## src/sv/bmhq_pkg.sv

```systemverilog
// Shared types and constants for the binary min-heap queue.
// No dependencies; imported by the controller, datapath and top level.
`default_nettype none

package bmhq_pkg;

  localparam int CAPACITY     = 256;
  localparam int KEY_BITS     = 32;
  localparam int PAYLOAD_BITS = 9;
  localparam int FILL_W       = 9;
  localparam int SLOT_W       = $clog2(CAPACITY + 1);
  localparam int ADDR_W       = $clog2(CAPACITY);
  localparam int ENTRY_W      = KEY_BITS + PAYLOAD_BITS;

  typedef enum logic [1:0] {
    STAT_OK    = 2'd0,
    STAT_FULL  = 2'd1,
    STAT_EMPTY = 2'd2
  } status_e;

  typedef enum logic {
    REQ_INSERT = 1'b0,
    REQ_REMOVE = 1'b1
  } req_e;

  typedef struct packed {
    logic                    req_type;
    logic [KEY_BITS-1:0]     new_key;
    logic [PAYLOAD_BITS-1:0] new_payload;
  } in_item_t;

  typedef struct packed {
    logic [1:0]              status;
    logic [KEY_BITS-1:0]     out_key;
    logic [PAYLOAD_BITS-1:0] out_payload;
    logic [FILL_W-1:0]       fill_level;
  } out_item_t;

  typedef struct packed {
    logic [KEY_BITS-1:0]     key;
    logic [PAYLOAD_BITS-1:0] payload;
  } entry_t;

  typedef enum logic [3:0] {
    S_IDLE,
    S_UP_CHK,
    S_UP_CMP,
    S_RM_ROOT,
    S_RM_LAST,
    S_DN_CHK,
    S_DN_LEFT,
    S_DN_RIGHT,
    S_DN_CMP,
    S_RESP
  } state_e;

  typedef enum logic [2:0] {
    RD_ROOT,
    RD_PARENT,
    RD_LAST,
    RD_LEFT,
    RD_RIGHT
  } rd_sel_e;

  typedef enum logic [1:0] {
    WR_CUR,
    WR_RDATA,
    WR_CHILD
  } wr_sel_e;

  typedef struct packed {
    logic    ld_insert;
    logic    ld_full;
    logic    ld_empty;
    logic    ld_remove;
    logic    rd_en;
    rd_sel_e rd_sel;
    logic    wr_en;
    wr_sel_e wr_sel;
    logic    up_step;
    logic    set_root;
    logic    cap_last;
    logic    cap_left;
    logic    cap_right;
    logic    dn_step;
    logic    load_out;
  } cmd_t;

  typedef struct packed {
    logic full;
    logic empty;
    logic pos_is_root;
    logic left_beyond;
    logic has_right;
    logic up_less;
    logic right_less;
    logic down_greater;
  } stat_t;

endpackage

`default_nettype wire

```

## src/sv/bmhq_ctrl.sv

```systemverilog
// Heap controller: sequences sift-up / sift-down and the result handshake.
// Depends on bmhq_pkg.
`default_nettype none

module bmhq_ctrl
  import bmhq_pkg::*;
(
  input  wire logic  clk_i,
  input  wire logic  rst_ni,
  input  wire logic  in_valid_i,
  input  wire logic  req_type_i,
  input  wire logic  out_ready_i,
  input  wire stat_t stat_i,
  output logic       in_ready_o,
  output logic       out_valid_o,
  output cmd_t       cmd_o
);

  state_e state_q, state_d;
  logic   out_valid_q, out_valid_d;
  logic   resp_free;

  assign resp_free = !out_valid_q || out_ready_i;

  always_comb begin
    state_d = state_q;
    case (state_q)
      S_IDLE: begin
        if (in_valid_i) begin
          if (req_type_i == REQ_INSERT) begin
            state_d = stat_i.full ? S_RESP : S_UP_CHK;
          end else begin
            state_d = stat_i.empty ? S_RESP : S_RM_ROOT;
          end
        end
      end
      S_UP_CHK:   state_d = stat_i.pos_is_root ? S_RESP : S_UP_CMP;
      S_UP_CMP:   state_d = stat_i.up_less ? S_UP_CHK : S_RESP;
      S_RM_ROOT:  state_d = S_RM_LAST;
      S_RM_LAST:  state_d = S_DN_CHK;
      S_DN_CHK:   state_d = stat_i.left_beyond ? S_RESP : S_DN_LEFT;
      S_DN_LEFT:  state_d = stat_i.has_right ? S_DN_RIGHT : S_DN_CMP;
      S_DN_RIGHT: state_d = S_DN_CMP;
      S_DN_CMP:   state_d = stat_i.down_greater ? S_DN_CHK : S_RESP;
      S_RESP: begin
        if (resp_free) begin
          state_d = S_IDLE;
        end
      end
      default:    state_d = S_IDLE;
    endcase
  end

  always_comb begin
    cmd_o        = '0;
    cmd_o.rd_sel = RD_ROOT;
    cmd_o.wr_sel = WR_CUR;
    in_ready_o   = 1'b0;
    case (state_q)
      S_IDLE: begin
        in_ready_o = 1'b1;
        if (in_valid_i) begin
          if (req_type_i == REQ_INSERT) begin
            cmd_o.ld_full   = stat_i.full;
            cmd_o.ld_insert = !stat_i.full;
          end else if (stat_i.empty) begin
            cmd_o.ld_empty = 1'b1;
          end else begin
            cmd_o.ld_remove = 1'b1;
            cmd_o.rd_en     = 1'b1;
            cmd_o.rd_sel    = RD_ROOT;
          end
        end
      end
      S_UP_CHK: begin
        if (stat_i.pos_is_root) begin
          cmd_o.wr_en = 1'b1;
        end else begin
          cmd_o.rd_en  = 1'b1;
          cmd_o.rd_sel = RD_PARENT;
        end
      end
      S_UP_CMP: begin
        cmd_o.wr_en = 1'b1;
        if (stat_i.up_less) begin
          cmd_o.wr_sel  = WR_RDATA;
          cmd_o.up_step = 1'b1;
        end
      end
      S_RM_ROOT: begin
        cmd_o.set_root = 1'b1;
        cmd_o.rd_en    = 1'b1;
        cmd_o.rd_sel   = RD_LAST;
      end
      S_RM_LAST: cmd_o.cap_last = 1'b1;
      S_DN_CHK: begin
        if (stat_i.left_beyond) begin
          cmd_o.wr_en = 1'b1;
        end else begin
          cmd_o.rd_en  = 1'b1;
          cmd_o.rd_sel = RD_LEFT;
        end
      end
      S_DN_LEFT: begin
        cmd_o.cap_left = 1'b1;
        if (stat_i.has_right) begin
          cmd_o.rd_en  = 1'b1;
          cmd_o.rd_sel = RD_RIGHT;
        end
      end
      S_DN_RIGHT: cmd_o.cap_right = stat_i.right_less;
      S_DN_CMP: begin
        cmd_o.wr_en = 1'b1;
        if (stat_i.down_greater) begin
          cmd_o.wr_sel  = WR_CHILD;
          cmd_o.dn_step = 1'b1;
        end
      end
      S_RESP:  cmd_o.load_out = resp_free;
      default: cmd_o = '0;
    endcase
  end

  always_comb begin
    out_valid_d = out_valid_q;
    if (cmd_o.load_out) begin
      out_valid_d = 1'b1;
    end else if (out_ready_i) begin
      out_valid_d = 1'b0;
    end
  end

  always_ff @(posedge clk_i or negedge rst_ni) begin
    if (!rst_ni) begin
      state_q     <= S_IDLE;
      out_valid_q <= 1'b0;
    end else begin
      state_q     <= state_d;
      out_valid_q <= out_valid_d;
    end
  end

  assign out_valid_o = out_valid_q;

endmodule

`default_nettype wire

```

## config.mk

```make
export PLATFORM = sky130hd
export DESIGN_NAME = bmhq_ctrl
export DESIGN_NICKNAME = d
export VERILOG_FILES = /design/src/sv/bmhq_pkg.sv /design/src/sv/bmhq_ctrl.sv
export SDC_FILE = /design/constraint.sdc
export NUM_CORES = 1
export LEC_CHECK = 0
export BUFFER_PORTS_ARGS = -buffer_cell sky130_fd_sc_hd__buf_2
export CAP_MARGIN = 20
export CORE_MARGIN = 5
export CORE_UTILIZATION = 36
export DETAILED_ROUTE_END_ITERATION = 6
export PLACE_DENSITY = 0.73
export RECOVER_POWER = 50
export SLEW_MARGIN = 20
export SYNTH_ARGS = -nofsm -noshare
export SYNTH_HDL_FRONTEND = slang
export SYNTH_SLANG_ARGS = --single-unit
```

## constraint.sdc

```tcl
create_clock -name clk_i -period 3.2 [get_ports clk_i]
set_input_delay 0.32 -clock clk_i [delete_from_list [all_inputs] [get_ports clk_i]]
set_output_delay 0.32 -clock clk_i [all_outputs]
set_load 0.05 [all_outputs]
```

==> results of run 1 <==
## worst register-to-register path: stages (launching register included)
cell	delay, ns
dfrtp_1	0.57
and2b_1	0.36
nand3_1	0.10
o221ai_1	0.28
a2bb2oi_1	0.21
## where the power goes
| part | switching [W] | internal (W) |
|---|---|---|
| combinational | 0.000389 | 0.000172 |
| clock | 0.0000303 | 0.0000474 |
| sequential | 0.0000945 | 0.0000904 |
| total | 0.000514 | 0.000310 |
## layer usage
| layer | share of wire | wire, µm | GRT usage | vias to the layer above |
|---|---|---|---|---|
| li1 | - | - | - | 332 |
| met4 | 0.024 | 39 | 0.09170 | 0 |
| met5 | 0 | 0 | 0 | - |
| met1 | 0.39 | 652 | 0.1454 | 312 |
| met2 | 0.53 | 872 | 0.2343 | 21 |
| met3 | 0.057 | 94 | 0.03550 | 5 |
## stage by stage
step	hold slack (ns)	power, W	cells	utilization	cell area, µm²
2_1_floorplan	0.02441	0.0006722	77	-	583.1
3_3_place_gp	0.1343	0.0007539	118	0.4688	714.4
3_5_place_dp	0.1378	0.0007651	118	0.4688	714.4
4_1_cts	0.3877	0.0008436	123	0.4926	750.7
5_1_grt	0.4217	0.0008802	123	0.4836	737.0
6_report	0.3831	0.0008239	123	0.4836	737.0
## registers in the layout, indices dropped and copies added, names as in the netlist
register and flops:
state_q 4, out_valid_o 1
## placed cells by master (no fill, tap or decap), types with 2 or more instances in the layout
cell and instances:
dfrtp_1 5, nor2b_1 4, nor2_1 10, clkbuf_1 7
nand3b_1 3, nand2_1 6, and3_1 2, mux2i_1 3
o21ai_0 4, inv_1 4, nand3_1 2, a2bb2oi_1 2
buf_2 26, clkbuf_4 3, a21oi_1 2, nor3_1 5
nand2b_1 2
## path summary, 6_finish.rpt
kind,startpoint,to,depth (start not counted)
worst max register to register,state_q[1]$_DFFE_PN0P_,state_q[0]$_DFFE_PN0P_,4
worst min-delay path,out_ready_i,out_valid_o$_DFFE_PN0P_,3
max in group asynchronous,rst_ni,out_valid_o$_DFFE_PN0P_,2
worst max-delay path,state_q[2]$_DFFE_PN0P_,cmd_o[13],5
min in group asynchronous,rst_ni,state_q[3]$_DFFE_PN0P_,2
worst min register to register,out_valid_o$_DFFE_PN0P_,out_valid_o$_DFFE_PN0P_,2
## what timing repair did
item | CTS | global route
hold endpoints to repair | 5 | 0
setup endpoints to repair | 0 | 0
hold buffers | 1 | 0
gates resized for setup | 0 | 0
## area by class of cell
type	count	area share
Clock buffer	4	0.03565
Inverter	5	0.02547
Multi-Input combinational cell	60	0.5212
Sequential cell	5	0.1698
Tap cell	16	0.02716
Timing Repair Buffer	33	0.2207
## logic make-up after synthesis
kind of cell | synth area share
AOI/OAI and AO/OA | 0.1760
buffers and inverters | 0.1159
and+or+nand+nor | 0.4421
muxes | 0.05150
DFF | 0.2146
==> impl_metrics.ini, run 1 <==
[critical_path]
cp_num_buf_inv = 1
cp_top_family = simple AND/OR/NAND/NOR gates
endpoint_kind = output port
reg2reg_slack_ns = 1.60
worstPathCellList = nor4_4 > nand2_2 > nor3b_2 > nand3b_1 > buf_2
slowest_delay_ns = 0.54
crit_slowest_cell = dfrtp_1
crit_arrival_ns = 1.94
criticalPathCategory = reg2out
worst-path-max-fanout = 13
cp-start-kind = flip-flop
crit_required_ns = 2.88

[cts]
cts.sinks = 5
clk_latency_ns = 0.25
clockBufferDepth = 2
cts_tree = yes
htreeDepth = 1
post_cts_buffers = 0
clkTransAtPathRegs_ns = 0.05
cts-root-buf = clkbuf_4
cts_inserted_buffers = 3

[floorplanning]
core_um2 = 1524
start_util = 0.3826
rows = 14
die_w_um = 50.25
ios = 33
die_height_um = 50.25
die_area_um2 = 2525

[yosys]
ys_types = 34
ys_ff_latch = 5
syn_inst = 77
synth_top_area_share = 0.2146
synth_edf_count = 0
synth.most_common_cell = nor2_1
syn_area_um2 = 583.1
ys_warn_count = 0
synthArstFlopShare = 1.000
yosys-top-cells-count = nor2_1, nand2_1, dfrtp_1, nor3_1
avgSynthCellArea_um2 = 7.572
synth-seq-area-share = 0.2146
synth_ff_type = dfrtp_1
synthTopCellsByArea = dfrtp_1, nor2_1, mux2i_1
synth_top_area_cell = dfrtp_1
synthesis.nets = 90

[finish]
drive_above_1_share = 0.2991
area_growth_pct = 26.39
antennaDiodeCount = 0
fin_nets = 121
fillerInstances = 168
multi_input_comb_area_um2 = 384.1
regArea_um2 = 125.1

[routing]
drt-total-wl_um = 1658
drc_errors = 0
viasPerCell = 5.447
wl_per_cell_um = 13.48
routed-via-count = 670
dr.pass1.iters = 4
ant_nets = 0
drt-initial-drc-count = 8

[sta]
timing.final.ws_setup_ns = 0.9441
setup_tns_ns = 0
finalHoldViolCount = 0
finalSetupViolCount = 0
rsz0062_at_grt = false
period_share = 0.7050
fin_skew_ns = 0.002752
max_slew_margin = 0.5972
fmax_mhz = 443.3
slew_violations = 0
tightest_slew_ns = 0.6068
min_period_ns = 2.256

[run_status]
run_status = finished, final reports clean

[global_routing]
grt_pass1_vias = 644
grt_usage = 0.1370
grt_pass1_wl_um = 2725
grt_max_degree = 19
grt_overflow = 0
antenna_found_initial = 0

[placed_design]
dp_slack_ns = 1.237
port_buffers = 32
place_hpwl_um = 1334
globalplace.congestion = 0.8357

[pwr]
p_leak_nw = 0.3905
p_per_area_nw_per_um2 = 1118
irDropWorstVdd_mv = 0.5713

[job]
max_cap_viol_count = 0

[hold_path]
min_path_type = in2reg
Power figures use the tool's default switching activity.
==> run 2, diff against run 1 <==
Clock period 3.2 ns to 2.3 ns, I/O delays scaled along.
==> run 2 against run 1 <==
Compared with the run above: core utilization grew 0.49 points; clock power grew 34%; critical path depth is the same; combinational power grew 41%; wire length shrank 3.0%; worst hold slack lost 0.10 ns; sequential share of layout area shrank 0.17 points; cell count is the same; critical endpoint unchanged; largest cell class unchanged; largest power group unchanged; highest routed layer unchanged.
==> impl_metrics.ini, run 2 (synthesis gave the netlist of run 1 again) <==
[run_status]
run_status = finished, final reports clean

[global_routing]
grt_pass1_wl_um = 2787
grt_max_degree = 19
grt_overflow = 0
antenna_found_initial = 0
grt_usage = 0.1398
grt_pass1_vias = 624

[critical_path]
worst-path-max-fanout = 13
worstPathCellList = nor4_4 > nand2_2 > nor3b_4 > nand3b_1 > buf_2
reg2reg_slack_ns = 0.68
crit_required_ns = 2.07
crit_arrival_ns = 1.93
crit_slowest_cell = dfrtp_1
endpoint_kind = output port
cp-start-kind = flip-flop
reg2reg_from = state_q[1]$_DFFE_PN0P_
startpoint = state_q[2]$_DFFE_PN0P_
slowest_delay_ns = 0.53
criticalPathCategory = reg2out

[sta]
whs_ns = 0.2809
setup_tns_ns = 0
fmax_mhz = 463.1
slew_violations = 0
rsz0062_at_grt = false
tightest_slew_ns = 0.6041
finalHoldViolCount = 0
max_slew_margin = 0.5990
fin_skew_ns = 0.005861
min_period_ns = 2.160
timing.final.ws_setup_ns = 0.1405
period_share = 0.9389
finalSetupViolCount = 0

[finish]
area_growth_pct = 27.68
drive_above_1_share = 0.3084
final_common_cell = buf_2
antennaDiodeCount = 0
final_cell_mix = buf_2, nor2_1, nand2_1, clkbuf_1
multi_input_comb_area_um2 = 390.4
regArea_um2 = 125.1
fin_nets = 121
fillerInstances = 169
final_core_util = 0.4885
largest-register = state_q
largest_register_ffs = 4

[routing]
drt-total-wl_um = 1609
dr.pass1.iters = 4
routed-via-count = 658
viasPerCell = 5.350
drt-initial-drc-count = 7
ant_nets = 0
wl_per_cell_um = 13.08
drc_errors = 0

[floorplanning]
die_w_um = 50.25
die_height_um = 50.25
die_area_um2 = 2525
start_util = 0.3826
ios = 33
core_um2 = 1524
rows = 14

[pwr]
p_per_area_nw_per_um2 = 1538
irDropWorstVdd_mv = 0.6213
p_leak_nw = 0.3966
p_total_w = 0.001145

[hold_path]
hp-start = out_ready_i
min_path_type = in2reg

[cts]
htreeDepth = 1
clockBufferDepth = 2
cts_inserted_buffers = 3
clkTransAtPathRegs_ns = 0.05
post_cts_buffers = 0
cts_tree = yes
cts-root-buf = clkbuf_4
clk_latency_ns = 0.25
cts.sinks = 5

[placed_design]
port_buffers = 32
globalplace.congestion = 0.8395
place_hpwl_um = 1328
dp_slack_ns = 0.4129

[job]
max_cap_viol_count = 0
run 2: cell count changes in the layout (fill, tap and decap cells not counted), sizes merged:
cell	change
clkinv	+1
clkbuf	-1
run 2: final timing paths:
| kind | end | cells after the start |
|---|---|---|
| hold reg to reg | out_valid_o$_DFFE_PN0P_ | 2 |
| setup / recovery | cmd_o[13] | 5 |
| min in group asynchronous | state_q[0]$_DFFE_PN0P_ | 2 |
| max in group asynchronous | state_q[1]$_DFFE_PN0P_ | 2 |
| hold / removal | out_valid_o$_DFFE_PN0P_ | 3 |
| setup reg to reg | state_q[0]$_DFFE_PN0P_ | 4 |
run 2: per-layer routing:
layer,part of all wire,global-route usage
met3,0.081,0.03254
met4,0.030,0.09170
met2,0.49,0.2197
met1,0.40,0.1682
met5,0,0
run 2: cell type report:
type | instances | share of cell area
Timing Repair Buffer | 33 | 0.2185
Multi-Input combinational cell | 60 | 0.5244
Inverter | 5 | 0.02521
Clock inverter | 1 | 0.006723
Clock buffer | 3 | 0.03025
Tap cell | 16 | 0.02689
Sequential cell | 5 | 0.1681
run 2: timing repair:
action | in CTS | in global routing
hold endpoints to repair | 5 | 0
resized for setup | 0 | 0
hold buffers | 1 | 0
run 2: per-stage QoR:
stage	cell area [µm²]	instances
6_report	744.5	123
5_1_grt	744.5	123
4_1_cts	758.2	123
3_5_place_dp	720.7	118
3_3_place_gp	720.7	118
2_1_floorplan	589.3	77
run 2: power by group:
group	switching, W	internal (W)
sequential	0.000124	0.000126
clock	0.0000408	0.0000632
combinational	0.000548	0.000244
run 2: critical path: cells and delay by family (launching register included):
family | cells | cell delay, ns
and+or+nand+nor | 4 | 0.89
DFF | 1 | 0.53
buffers and inverters | 1 | 0.26
